**src/rtl/core/sepd_pkg.sv**
```systemverilog
// ----------------------------------------------------------------------------
// sepd_pkg: shared types and constants for the steering error PD drive
// Beat types for both channels, the configuration set, the entry that
// travels between the front and the back, and the register map.
// ----------------------------------------------------------------------------
`default_nettype none

package sepd_pkg;

  // One input beat: a pair of pickup readings.
  typedef struct packed {
    logic [7:0] left_sample;
    logic [7:0] right_sample;
  } in_item_t;

  // One result beat.
  typedef struct packed {
    logic signed [8:0]  steer_error;
    logic signed [15:0] drive_total;
    logic [7:0]         left_duty;
    logic [7:0]         right_duty;
  } out_item_t;

  // Configuration registers as seen by the datapath.
  typedef struct packed {
    logic [7:0] diff_threshold;
    logic [7:0] blank_level;
    logic [6:0] prop_gain;
    logic [5:0] deriv_gain;
    logic [7:0] base_speed;
  } cfg_t;

  // Classified work handed from the front to the back.
  typedef struct packed {
    logic signed [8:0] steer_error;
    logic signed [9:0] err_delta;
    logic [16:0]       divisor;
  } work_t;

  // Register index, taken from the word address.
  localparam int unsigned RegIdxW = 3;
  typedef enum logic [RegIdxW-1:0] {
    REG_DIFF_THRESHOLD = 3'd0,
    REG_BLANK_LEVEL    = 3'd1,
    REG_PROP_GAIN      = 3'd2,
    REG_DERIV_GAIN     = 3'd3,
    REG_BASE_SPEED     = 3'd4
  } reg_idx_e;

  localparam int unsigned PaddrW = 5;

  // Reset values of the registers.
  localparam logic [7:0] DiffThresholdRst = 8'd3;
  localparam logic [7:0] BlankLevelRst    = 8'd20;
  localparam logic [6:0] PropGainRst      = 7'd9;
  localparam logic [5:0] DerivGainRst     = 6'd0;
  localparam logic [7:0] BaseSpeedRst     = 8'd0;

  // Error codes for the lost-line cases.
  localparam logic signed [8:0] ErrLostRight = -9'sd255;
  localparam logic signed [8:0] ErrLostLeft  = 9'sd255;

endpackage

`default_nettype wire

```
**src/rtl/core/sepd_front.sv**
```systemverilog
// ----------------------------------------------------------------------------
// sepd_front: sample classification and error history
// Accepts a sample pair, classifies the steering error, keeps the side flags
// and interval counters, and pushes the derivative operands to the queue.
// ----------------------------------------------------------------------------
`default_nettype none

module sepd_front (
  input  wire logic             clk_i,
  input  wire logic             rst_ni,
  input  wire sepd_pkg::cfg_t   cfg_i,
  input  wire logic             in_valid_i,
  output logic                  in_stall_o,
  input  wire sepd_pkg::in_item_t in_item_i,
  input  wire logic             q_full_i,
  output logic                  q_push_o,
  output sepd_pkg::work_t       q_data_o
);
  import sepd_pkg::*;

  logic signed [8:0] held_q, held_d;
  logic signed [8:0] earlier_q, earlier_d;
  logic              left_seen_q, left_seen_d;
  logic              right_seen_q, right_seen_d;
  logic [15:0]       steps_q, steps_d;
  logic [15:0]       prev_q, prev_d;

  logic              accept;
  logic signed [9:0] diff;
  logic [8:0]        diff_mag;
  logic [8:0]        thr;
  logic              in_band;
  logic              both_lit;
  logic signed [9:0] err_pos, err_neg;
  logic signed [8:0] err;
  logic              flag_l, flag_r;
  logic              changed;
  logic [15:0]       steps_eff;

  assign in_stall_o = q_full_i;
  assign accept     = in_valid_i && !q_full_i;
  assign q_push_o   = accept;

  assign diff     = $signed({2'b00, in_item_i.left_sample}) -
                    $signed({2'b00, in_item_i.right_sample});
  assign diff_mag = diff[9] ? 9'(-diff) : diff[8:0];
  assign thr      = {1'b0, cfg_i.diff_threshold};
  assign in_band  = diff_mag < thr;
  assign both_lit = (in_item_i.left_sample > cfg_i.blank_level) &&
                    (in_item_i.right_sample > cfg_i.blank_level);
  assign err_pos  = diff - $signed({2'b00, cfg_i.diff_threshold});
  assign err_neg  = diff + $signed({2'b00, cfg_i.diff_threshold});

  // Ordered classification; the first case that matches wins.
  always_comb begin
    err    = held_q;
    flag_l = left_seen_q;
    flag_r = right_seen_q;
    if (in_band && both_lit) begin
      err = '0;
    end else if (in_band && right_seen_q) begin
      err = ErrLostRight;
    end else if (in_band && left_seen_q) begin
      err = ErrLostLeft;
    end else if (!diff[9] && diff_mag > thr) begin
      err    = err_pos[8:0];
      flag_l = 1'b1;
      flag_r = 1'b0;
    end else if (diff[9] && diff_mag > thr) begin
      err    = err_neg[8:0];
      flag_l = 1'b0;
      flag_r = 1'b1;
    end
  end

  assign changed   = err != held_q;
  assign steps_eff = changed ? 16'd1 : steps_q;

  always_comb begin
    held_d       = held_q;
    earlier_d    = earlier_q;
    left_seen_d  = left_seen_q;
    right_seen_d = right_seen_q;
    steps_d      = steps_q;
    prev_d       = prev_q;
    if (accept) begin
      held_d       = err;
      left_seen_d  = flag_l;
      right_seen_d = flag_r;
      if (changed) begin
        earlier_d = held_q;
        prev_d    = steps_q;
      end
      steps_d = (steps_eff == 16'hFFFF) ? steps_eff : steps_eff + 16'd1;
    end
  end

  always_comb begin
    q_data_o.steer_error = err;
    q_data_o.err_delta   = {err[8], err} -
                           (changed ? {held_q[8], held_q} : {earlier_q[8], earlier_q});
    q_data_o.divisor     = {1'b0, steps_eff} + {1'b0, changed ? steps_q : prev_q};
  end

  always_ff @(posedge clk_i or negedge rst_ni) begin
    if (!rst_ni) begin
      held_q       <= '0;
      earlier_q    <= '0;
      left_seen_q  <= 1'b0;
      right_seen_q <= 1'b0;
      steps_q      <= '0;
      prev_q       <= '0;
    end else begin
      held_q       <= held_d;
      earlier_q    <= earlier_d;
      left_seen_q  <= left_seen_d;
      right_seen_q <= right_seen_d;
      steps_q      <= steps_d;
      prev_q       <= prev_d;
    end
  end

endmodule

`default_nettype wire

```
**src/rtl/core/sepd_queue.sv**
```systemverilog
// ----------------------------------------------------------------------------
// sepd_queue: short work queue between front and back
// A small register FIFO so that classification and arithmetic stall apart.
// ----------------------------------------------------------------------------
`default_nettype none

module sepd_queue #(
  parameter int unsigned Depth = 2
) (
  input  wire logic            clk_i,
  input  wire logic            rst_ni,
  input  wire logic            push_i,
  input  wire sepd_pkg::work_t push_data_i,
  output logic                 full_o,
  input  wire logic            pop_i,
  output sepd_pkg::work_t      pop_data_o,
  output logic                 empty_o
);
  import sepd_pkg::*;

  localparam int unsigned PtrW = (Depth > 1) ? $clog2(Depth) : 1;
  localparam int unsigned CntW = $clog2(Depth + 1);

  work_t           mem_q [Depth];
  logic [PtrW-1:0] wr_ptr_q, wr_ptr_d;
  logic [PtrW-1:0] rd_ptr_q, rd_ptr_d;
  logic [CntW-1:0] count_q, count_d;

  assign full_o     = count_q == CntW'(Depth);
  assign empty_o    = count_q == '0;
  assign pop_data_o = mem_q[rd_ptr_q];

  always_comb begin
    wr_ptr_d = wr_ptr_q;
    rd_ptr_d = rd_ptr_q;
    count_d  = count_q;
    if (push_i) begin
      wr_ptr_d = (wr_ptr_q == PtrW'(Depth - 1)) ? '0 : wr_ptr_q + PtrW'(1);
    end
    if (pop_i) begin
      rd_ptr_d = (rd_ptr_q == PtrW'(Depth - 1)) ? '0 : rd_ptr_q + PtrW'(1);
    end
    if (push_i && !pop_i) begin
      count_d = count_q + CntW'(1);
    end else if (pop_i && !push_i) begin
      count_d = count_q - CntW'(1);
    end
  end

  always_ff @(posedge clk_i or negedge rst_ni) begin
    if (!rst_ni) begin
      wr_ptr_q <= '0;
      rd_ptr_q <= '0;
      count_q  <= '0;
    end else begin
      wr_ptr_q <= wr_ptr_d;
      rd_ptr_q <= rd_ptr_d;
      count_q  <= count_d;
    end
  end

  always_ff @(posedge clk_i) begin
    if (push_i) begin
      mem_q[wr_ptr_q] <= push_data_i;
    end
  end

endmodule

`default_nettype wire

```
**src/rtl/core/sepd_back.sv**
```systemverilog
// ----------------------------------------------------------------------------
// sepd_back: PD arithmetic and wheel duties
// Forms the gain products, divides the derivative numerator serially, then
// saturates the total and clamps both duties into the output register.
// ----------------------------------------------------------------------------
`default_nettype none

module sepd_back (
  input  wire logic            clk_i,
  input  wire logic            rst_ni,
  input  wire sepd_pkg::cfg_t  cfg_i,
  input  wire logic            q_empty_i,
  output logic                 q_pop_o,
  input  wire sepd_pkg::work_t q_data_i,
  output logic                 out_valid_o,
  input  wire logic            out_stall_i,
  output sepd_pkg::out_item_t  out_item_o
);
  import sepd_pkg::*;

  localparam int unsigned QuoW = 16;
  localparam int unsigned CntW = $clog2(QuoW);

  typedef enum logic [4:0] {
    ST_IDLE = 5'b00001,
    ST_MUL  = 5'b00010,
    ST_DIV  = 5'b00100,
    ST_TOT  = 5'b01000,
    ST_OUT  = 5'b10000
  } back_state_e;

  back_state_e state_q, state_d;

  work_t                work_q;
  logic                 neg_q;
  logic signed [15:0]   prod_q;
  logic [QuoW-1:0]      quo_q;
  logic [17:0]          rem_q;
  logic [CntW-1:0]      cnt_q;
  logic signed [15:0]   total_q;
  logic                 out_valid_q;
  out_item_t            out_q;

  logic signed [16:0]   num;
  logic [16:0]          num_mag;
  logic signed [15:0]   prod;
  logic [17:0]          trial;
  logic                 fits;
  logic [QuoW-1:0]      quo_eff;
  logic signed [17:0]   quo_signed;
  logic signed [17:0]   sum;
  logic signed [15:0]   total_sat;
  logic signed [17:0]   lval, rval;
  logic [7:0]           left_duty, right_duty;
  logic                 out_free;

  assign num     = $signed({1'b0, cfg_i.deriv_gain}) * work_q.err_delta;
  assign num_mag = num[16] ? 17'(-num) : num;
  assign prod    = $signed({1'b0, cfg_i.prop_gain}) * work_q.steer_error;

  // One restoring step per cycle.
  assign trial = {rem_q[16:0], quo_q[QuoW-1]};
  assign fits  = trial >= {1'b0, work_q.divisor};

  // A zero divisor gives a zero derivative term.
  assign quo_eff    = (work_q.divisor == '0) ? '0 : quo_q;
  assign quo_signed = neg_q ? -$signed({2'b00, quo_eff}) : $signed({2'b00, quo_eff});
  assign sum        = {{2{prod_q[15]}}, prod_q} + quo_signed;

  always_comb begin
    if (sum > 18'sd32767) begin
      total_sat = 16'sh7FFF;
    end else if (sum < -18'sd32768) begin
      total_sat = 16'sh8000;
    end else begin
      total_sat = sum[15:0];
    end
  end

  assign lval = {{2{total_q[15]}}, total_q} - $signed({10'd0, cfg_i.base_speed});
  assign rval = {{2{total_q[15]}}, total_q} + $signed({10'd0, cfg_i.base_speed});

  always_comb begin
    if (lval > 18'sd0) begin
      left_duty = 8'd0;
    end else if (lval < -18'sd255) begin
      left_duty = 8'd255;
    end else begin
      left_duty = 8'(-lval);
    end
    if (rval > 18'sd255) begin
      right_duty = 8'd255;
    end else if (rval < 18'sd0) begin
      right_duty = 8'd0;
    end else begin
      right_duty = rval[7:0];
    end
  end

  assign out_free = !out_valid_q || !out_stall_i;
  assign q_pop_o  = (state_q == ST_IDLE) && !q_empty_i;

  always_comb begin
    state_d = state_q;
    unique case (state_q)
      ST_IDLE: begin
        if (!q_empty_i) state_d = ST_MUL;
      end
      ST_MUL: state_d = ST_DIV;
      ST_DIV: begin
        if (cnt_q == CntW'(QuoW - 1)) state_d = ST_TOT;
      end
      ST_TOT: state_d = ST_OUT;
      ST_OUT: begin
        if (out_free) state_d = ST_IDLE;
      end
      default: state_d = ST_IDLE;
    endcase
  end

  always_ff @(posedge clk_i or negedge rst_ni) begin
    if (!rst_ni) begin
      state_q     <= ST_IDLE;
      out_valid_q <= 1'b0;
    end else begin
      state_q <= state_d;
      if (state_q == ST_OUT && out_free) begin
        out_valid_q <= 1'b1;
      end else if (!out_stall_i) begin
        out_valid_q <= 1'b0;
      end
    end
  end

  always_ff @(posedge clk_i) begin
    case (state_q)
      ST_IDLE: begin
        if (!q_empty_i) work_q <= q_data_i;
      end
      ST_MUL: begin
        prod_q <= prod;
        neg_q  <= num[16];
        quo_q  <= num_mag[QuoW-1:0];
        rem_q  <= '0;
        cnt_q  <= '0;
      end
      ST_DIV: begin
        rem_q <= fits ? trial - {1'b0, work_q.divisor} : trial;
        quo_q <= {quo_q[QuoW-2:0], fits};
        cnt_q <= cnt_q + CntW'(1);
      end
      ST_TOT: total_q <= total_sat;
      ST_OUT: begin
        if (out_free) begin
          out_q.steer_error <= work_q.steer_error;
          out_q.drive_total <= total_q;
          out_q.left_duty   <= left_duty;
          out_q.right_duty  <= right_duty;
        end
      end
      default: ;
    endcase
  end

  assign out_valid_o = out_valid_q;
  assign out_item_o  = out_q;

endmodule

`default_nettype wire

```
**src/rtl/core/steering_error_pd_drive_top.sv**
```systemverilog
// ----------------------------------------------------------------------------
// steering_error_pd_drive_top: line-follower steering error and PD drive
// Classifies a left/right pickup pair into a steering error, runs a PD term
// on it and produces saturated wheel duties, with an APB register port.
// ----------------------------------------------------------------------------
//
//   Port group   Direction   Handshake            Beat contents
//   in_*         in          in_valid / in_stall  left_sample, right_sample
//   out_*        out         out_valid / out_stall steer_error, drive_total,
//                                                 left_duty, right_duty
//   APB          in/out      psel/penable/pready  five configuration registers
//
// An input beat is classified in the cycle it is accepted and is queued for
// the arithmetic back end. The back end takes the entry from the queue, forms
// the gain products, runs the restoring divider for the derivative term,
// saturates the total and loads the output register, in that order; it takes
// no new entry until that beat is in the output register. The front keeps
// accepting while the queue has room, so up to two further beats may be taken
// while one is in arithmetic.
// Reset clears the error history, the side flags, the counters, the queue
// and the output valid; the registers return to their documented defaults.
// A stalled result holds in the output register; the back end waits and
// the queue fills, after which in_stall is raised.
//
// Registers sit at byte address 4*i: diff_threshold, blank_level, prop_gain,
// deriv_gain, base_speed. Writes to other addresses are dropped. They are
// meant to be written only while the block has no beat in flight.
// ----------------------------------------------------------------------------
`default_nettype none

module steering_error_pd_drive_top #(
  parameter int unsigned QueueDepth = 2
) (
  input  wire logic                      clk_i,
  input  wire logic                      rst_ni,
  input  wire logic                      in_valid_i,
  output logic                           in_stall_o,
  input  wire sepd_pkg::in_item_t        in_item_i,
  output logic                           out_valid_o,
  input  wire logic                      out_stall_i,
  output sepd_pkg::out_item_t            out_item_o,
  input  wire logic                      psel,
  input  wire logic                      penable,
  input  wire logic                      pwrite,
  input  wire logic [sepd_pkg::PaddrW-1:0] paddr,
  input  wire logic [31:0]               pwdata,
  output logic [31:0]                    prdata,
  output logic                           pready
);
  import sepd_pkg::*;

  cfg_t     cfg_q, cfg_d;
  reg_idx_e reg_idx;
  logic     cfg_write;

  logic  q_push, q_pop, q_full, q_empty;
  work_t q_push_data, q_pop_data;

  // The word index is taken from the upper address bits; byte offsets are
  // ignored.
  assign reg_idx   = reg_idx_e'(paddr[PaddrW-1:2]);
  assign cfg_write = psel && penable && pwrite;
  assign pready    = 1'b1;

  always_comb begin
    cfg_d = cfg_q;
    if (cfg_write) begin
      unique case (reg_idx)
        REG_DIFF_THRESHOLD: cfg_d.diff_threshold = pwdata[7:0];
        REG_BLANK_LEVEL:    cfg_d.blank_level    = pwdata[7:0];
        REG_PROP_GAIN:      cfg_d.prop_gain      = pwdata[6:0];
        REG_DERIV_GAIN:     cfg_d.deriv_gain     = pwdata[5:0];
        REG_BASE_SPEED:     cfg_d.base_speed     = pwdata[7:0];
        default: ;
      endcase
    end
  end

  always_comb begin
    unique case (reg_idx)
      REG_DIFF_THRESHOLD: prdata = {24'd0, cfg_q.diff_threshold};
      REG_BLANK_LEVEL:    prdata = {24'd0, cfg_q.blank_level};
      REG_PROP_GAIN:      prdata = {25'd0, cfg_q.prop_gain};
      REG_DERIV_GAIN:     prdata = {26'd0, cfg_q.deriv_gain};
      REG_BASE_SPEED:     prdata = {24'd0, cfg_q.base_speed};
      default:            prdata = '0;
    endcase
  end

  always_ff @(posedge clk_i or negedge rst_ni) begin
    if (!rst_ni) begin
      cfg_q.diff_threshold <= DiffThresholdRst;
      cfg_q.blank_level    <= BlankLevelRst;
      cfg_q.prop_gain      <= PropGainRst;
      cfg_q.deriv_gain     <= DerivGainRst;
      cfg_q.base_speed     <= BaseSpeedRst;
    end else begin
      cfg_q <= cfg_d;
    end
  end

  sepd_front u_front (
    .clk_i      (clk_i),
    .rst_ni     (rst_ni),
    .cfg_i      (cfg_q),
    .in_valid_i (in_valid_i),
    .in_stall_o (in_stall_o),
    .in_item_i  (in_item_i),
    .q_full_i   (q_full),
    .q_push_o   (q_push),
    .q_data_o   (q_push_data)
  );

  sepd_queue #(
    .Depth (QueueDepth)
  ) u_queue (
    .clk_i       (clk_i),
    .rst_ni      (rst_ni),
    .push_i      (q_push),
    .push_data_i (q_push_data),
    .full_o      (q_full),
    .pop_i       (q_pop),
    .pop_data_o  (q_pop_data),
    .empty_o     (q_empty)
  );

  sepd_back u_back (
    .clk_i       (clk_i),
    .rst_ni      (rst_ni),
    .cfg_i       (cfg_q),
    .q_empty_i   (q_empty),
    .q_pop_o     (q_pop),
    .q_data_i    (q_pop_data),
    .out_valid_o (out_valid_o),
    .out_stall_i (out_stall_i),
    .out_item_o  (out_item_o)
  );

endmodule

`default_nettype wire

```
**config.mk**
```make
export PLATFORM = sky130hd
export DESIGN_NAME = steering_error_pd_drive_top
export DESIGN_NICKNAME = d
export VERILOG_FILES = /design/src/rtl/core/sepd_pkg.sv /design/src/rtl/core/sepd_front.sv /design/src/rtl/core/sepd_queue.sv /design/src/rtl/core/sepd_back.sv /design/src/rtl/core/steering_error_pd_drive_top.sv
export SDC_FILE = /design/constraint.sdc
export NUM_CORES = 1
export LEC_CHECK = 0
export ABC_AREA = 1
export BUFFER_PORTS_ARGS = -buffer_cell sky130_fd_sc_hd__buf_2
export CAP_MARGIN = 10
export CELL_PAD_IN_SITES_DETAIL_PLACEMENT = 1
export CELL_PAD_IN_SITES_GLOBAL_PLACEMENT = 2
export CORE_ASPECT_RATIO = 0.5
export CORE_MARGIN = 1.5
export CORE_UTILIZATION = 40
export CTS_CLUSTER_DIAMETER = 60
export DETAILED_ROUTE_END_ITERATION = 7
export PLACE_DENSITY = 0.85
export SYNTH_ARGS = -nofsm -noshare
export SYNTH_HDL_FRONTEND = slang
export SYNTH_HIERARCHICAL = 1
export SYNTH_SLANG_ARGS = --single-unit
```
**constraint.sdc**
```tcl
create_clock -name clk_i -period 7.8 [get_ports clk_i]
set_clock_uncertainty 0.05 [all_clocks]
set_input_delay 0.39 -clock clk_i [delete_from_list [all_inputs] [get_ports clk_i]]
set_output_delay 0.39 -clock clk_i [all_outputs]
set_load 0.03 [all_outputs]
```
# After elaboration in Yosys (flattened, before gate mapping)
# Memory sizes are Yosys's and may differ from the RTL's. A register that Yosys moved wholly into a read port is not among the register bits.
# Index checks and enable logic that the tools add are counted.
# word_totals
word_cells,154
regBits,210
memories,1
ramBits,72
# op_classes
muxes,37
bitwise_logic,4
magnitude_cmp,11
n_eq_ne,17
reduce_logical,37
add_sub_neg,19
multipliers,2
# memory_table
name,depth,word_bits,rd,rd_ports_with_merged_regs,wr,line,source
u_queue.mem_q,2,36,1,1,1,sepd_queue.sv:24,work_t mem_q [Depth];
# op_table
operator,count
two-way mux 16 bit,6
two-way mux 9 bit,6
one-hot mux 8 bit (5 select lines),1
one-hot mux 17 bit (2 select lines),1
one-hot mux 16 bit (2 select lines),1
one-hot mux 5 bit (5 select lines),1
adder 18 bit,1
greater-or-equal comparator 18 x 17 -> 1 bit,1
"> comparator 18 x 16 -> 1 bit, second input constant",1
"> comparator 18 x 9 -> 1 bit, second input constant",1
"less-than comparator 18 x 1 -> 1 bit, second input constant",1
"less-than comparator 18 x 16 -> 1 bit, second input constant",1
two-way mux 18 bit,1
negator 16 -> 18 bit,1
adder 16 x 16 -> 17 bit,1
adder 16 x 9 -> 17 bit,1
"> comparator 17 x 1 -> 1 bit, second input constant",1
logical NOT 17 bit,1
"less-than comparator 17 x 9 -> 1 bit, second input constant",1
multiplier 7 x 10 -> 17 bit,1
two-way mux 17 bit,1
subtractor 16 x 9 -> 17 bit,1
subtractor 17 bit,1
"adder 16 x 1 -> 16 bit, second input constant",1
other kinds (45),93

# Depth between registers and ports, before layout
# logic_depth
depth_word,14
mapped_depth,48

# Cells and area by module
# Netlist, hierarchy kept.
# modules_own_cells
module,n_inst,area_each_um2,cells_per_inst
sepd_back,1,14472.6,1773
sepd_front,1,6553.8,1030
sepd_queue,1,2954.1,137
steering_error_pd_drive_top,1,2137.0,263

# Least setup slack after synthesis
# Ideal clock, no wire load.
# synth_timing
kind,input to register
startpoint,input in_item_i[8] (netlist bit)
endpoint,"memory u_queue/mem_q[0][25] (netlist bit), data pin"
stages,41
path_slack_ns,1.763
arrival_time_ns,5.726
setup_ns,0.262
n_path_buf,3
path_cell_list,inv_1 ha_1 inv_1 fa_1 nand3_1 nand2_1 a31oi_2 clkbuf_1 nand2_1 xor2_1 inv_1 ha_1 nand4_1 o211ai_1 nand2_1 nand2_1 nand2_1 nor2_1 (+5 left out) nand2_1 nand2_1 nor2_1 nand3_1 nor2_4 buf_4 clkbuf_1 o21ai_0 ha_1 fa_1 o21ai_0 a21oi_1 inv_1 a21oi_1 nor2_1 o21ai_0 nand2_1 xor2_1
# synth_rtl
element,line,source
from (decl),steering_error_pd_drive_top.sv:38,"input wire sepd_pkg::in_item_t in_item_i,"
to (decl),sepd_queue.sv:24,

==> results.ini <==
[outcome]
outcome=finished clean

[synthesis]
synthAdderAreaFrac_pct=17.0
synthTopCellsByArea=edfxtp_1 25%, nand2_1 12%, ha_1 9.2%
yosysWarnings=6
synthXorXnorAreaFrac_pct=4.36
ys.flop_type=edfxtp_1
yosysTopAreaCellShare_pct=25.2
avgSynthCellArea_um2=8.15
synth-seq-area-share_pct=34.7
syn_inst=3203
ys_types=66
synth_top_family_by_area=simple AND/OR/NAND/NOR gates
synthSimpleGateAreaFrac_pct=23.5
synth_seq_cells=318
async_flop_share_pct=31.1
muxShareOfSynthArea_pct=1.97
synth-edff-count=219
synth-compound-area-share_pct=7.85
synth_area_um2=26100
yosysTopAreaCell=edfxtp_1

[final_layout]
diodes=0
final_cell_mix=839 x nand2_1, 553 x inv_1, 219 x edfxtp_1
multi_input_area_um2=14400
fin_cells=4167
final_net_count=3624
fillerInstances=7781
final_common_cell=nand2_1
areaGrowthSynthToFinish_pct=8.71
drive_above_1_share_pct=9.13
regArea_um2=9060

[routing]
drcViolationCount=0
vias=20700
vias_per_cell=4.98
wl_um=69700
ant_nets=0
drtIter0Drc=960
drt_pass1_iterations=4
post_drt_wl_per_cell_um=16.7

[power_and_ir_drop]
ir_worst_vdd_mv=0.221
clkPwrFrac_pct=12.6
pwr-share-comb_pct=62.5
seqPwrFrac_pct=24.9
p_sw_share_pct=49.0
p_leak_nw=14.5
intPower_mw=6.84
power.density_nw_per_um2=472
p_sw_mw=6.57

[critical_path]
cp-start-kind=primary input
reg2reg_slack_ns=2.38
crit_start=in_item_i[8]
r2r-end=u_queue/mem_q[0][26]
path_delay_family=simple AND/OR/NAND/NOR gates
critPathArrivalTime_ns=6.78
cp-end-kind=flip-flop
r2r_cells=31
slowest_delay_ns=0.43
worst-setup-path-type=in -> reg
cp_slowest_cell=fa_1
crit_required_ns=8.05
reg2reg_from=cfg_q[30]
cp_max_fo=32
crit_top_cell=nand2_1
critPathBufInv=3

[placement]
place_hpwl_um=55300
gp_congestion=0.854
dp_cells=4102
portBuffers=84

[timing]
clock.fmax_mhz=153
finalCriticalPeriod_ns=6.54
slew_headroom_pct=23.3
worst_pin_slew_ns=1.15
tns_ns=0
slew_violations=0
setup_viol=0
finalHoldViolCount=0
finalCritPeriodShare_pct=83.8
rsz0062_at_grt=no

[min_path]
worstHoldStart=pwdata[4]
hold_path.class=in -> reg
hold_path_depth=3
holdPathEnd=cfg_q[25]

[grt]
grt_overflow=0
grt_max_degree=63
grt_pass1_wl_um=115000
grt_usage_pct=21.3
grt_pass1_vias=22000
antenna_found_initial=0

[clock_tree]
post_cts_resized=0
clock_latency_ns=0.56
cts_setup_buffers=0
cts.hold.buffers_added=1
numCtsBuffers=36
cts_tree=built
cts.path.max_buffers=3
cts_max_level=2
cts_sinks=318
path_clk_slew_ns=0.06
ctsRootBufferMaster=clkbuf_16

[floorplan]
dieHeight_um=184
initial_core_util_pct=41.0
die_area_um2=66900
die_w_um=364
core_um2=63800
rows=65
ios=136

[job]
maxCapViolations=0

[cells in the mapped netlist (all sizes together), types with 5 or more instances]
master,instances
a21boi,5
a21o,8
a21oi,125
a31oi,7
buf,60
clkbuf,33
dfrtp,92
dfstp,7
edfxtp,219
fa,101
ha,193
inv,566
mux2,36
nand2,859
nand3,219
nand3b,11
nand4,53
nor2,211
nor3,20
nor4,5
o211ai,9
o21ai,188
o21bai,11
or2,5
xnor2,43
xor2,87
[power groups by stage]
stage                     clock, mW  sequential [mW]  combinational [mW]
after global placement            0             3.34                8.15
after CTS                      1.74             3.34                8.52
after floorplan                   0             3.12                6.58
after global routing           1.80             3.39                9.65
final                          1.69             3.34                8.39
after detailed placement          0             3.37                8.45
[layer usage]
layer | vias up | share of wire, % | routed length (um) | global-route usage, %
met4 | 0 | 1.3 | 932 | 3.58
met5 | - | 0 | 0 | 0
met2 | 196 | 47 | 32900 | 36.8
met3 | 63 | 2.6 | 1780 | 2.61
li1 | 10400 | - | - | -
met1 | 10100 | 49 | 34100 | 29.0
[state kept, by name, indices dropped and copies added, names as in the netlist, 5 cells and up]
| name | flops |
|---|---|
| u_back/rem_q | 17 |
| u_back/quo_q | 16 |
| u_front/steps_q | 16 |
| cfg_q | 37 |
| u_back/out_item_o | 41 |
| u_queue/mem_q | 72 |
| u_front/held_q | 9 |
| u_front/earlier_q | 9 |
| u_back/total_q | 16 |
| u_back/state_q | 5 |
| u_back/work_q | 36 |
| u_back/prod_q | 16 |
| u_front/prev_q | 16 |
[area by class of cell]
| cell class | instances | share of cell area (%) |
|---|---|---|
| inverters | 569 | 7.54 |
| well taps | 871 | 3.84 |
| clock inverters | 19 | 0.683 |
| repair buffers | 99 | 1.89 |
| multi-input cells | 2246 | 50.8 |
| flip-flops and latches | 318 | 31.9 |
| clock buffers | 45 | 3.33 |
[stage by stage]
step	hold slack, ns	util (%)	area [um2]	power (mW)	worst slack (ns)
6_report	0.0781	44.5	28400	13.4	1.26
5_1_grt	0.0693	44.5	28400	14.8	0.466
4_1_cts	0.0461	44.5	28400	13.6	1.29
3_5_place_dp	0.357	42.7	27200	11.8	0.718
3_3_place_gp	0.353	42.7	27200	11.5	0.900
2_1_floorplan	0.0444	-	26200	9.70	1.76
[worst max path at each step]
stage	to	slack, ns	cells after the start
after floorplan	u_queue/mem_q[0][25]	1.76	41
after global placement	u_queue/mem_q[0][14]	0.90	43
after detailed placement	u_queue/mem_q[0][14]	0.72	43
after CTS	u_queue/mem_q[1][14]	1.29	43
after global routing	u_queue/mem_q[1][14]	0.47	42
final	u_queue/mem_q[0][26]	1.26	40
[worst reg2reg max path: cells and delay by family, from the launching register on]
kind	cells	cell delay, ns
compound gates	7	1.19
fa+ha+maj	2	0.70
buf+inv	1	0.11
flops	1	0.57
simple gates	21	2.52
[cells by family (layout without fill, tap and decap cells)]
logic type / count (synthesis) / after routing
XOR/XNOR: 130 / 130
other: 2 / 25
AO/OA/AOI/OAI: 371 / 371
multiplexers: 36 / 36
buffers and inverters: 662 / 732
flip-flops: 318 / 318
AND/OR/NAND/NOR: 1390 / 1390
adder cells (fa/ha/maj): 294 / 294
No activity file was read; power rests on OpenSTA's default activity.
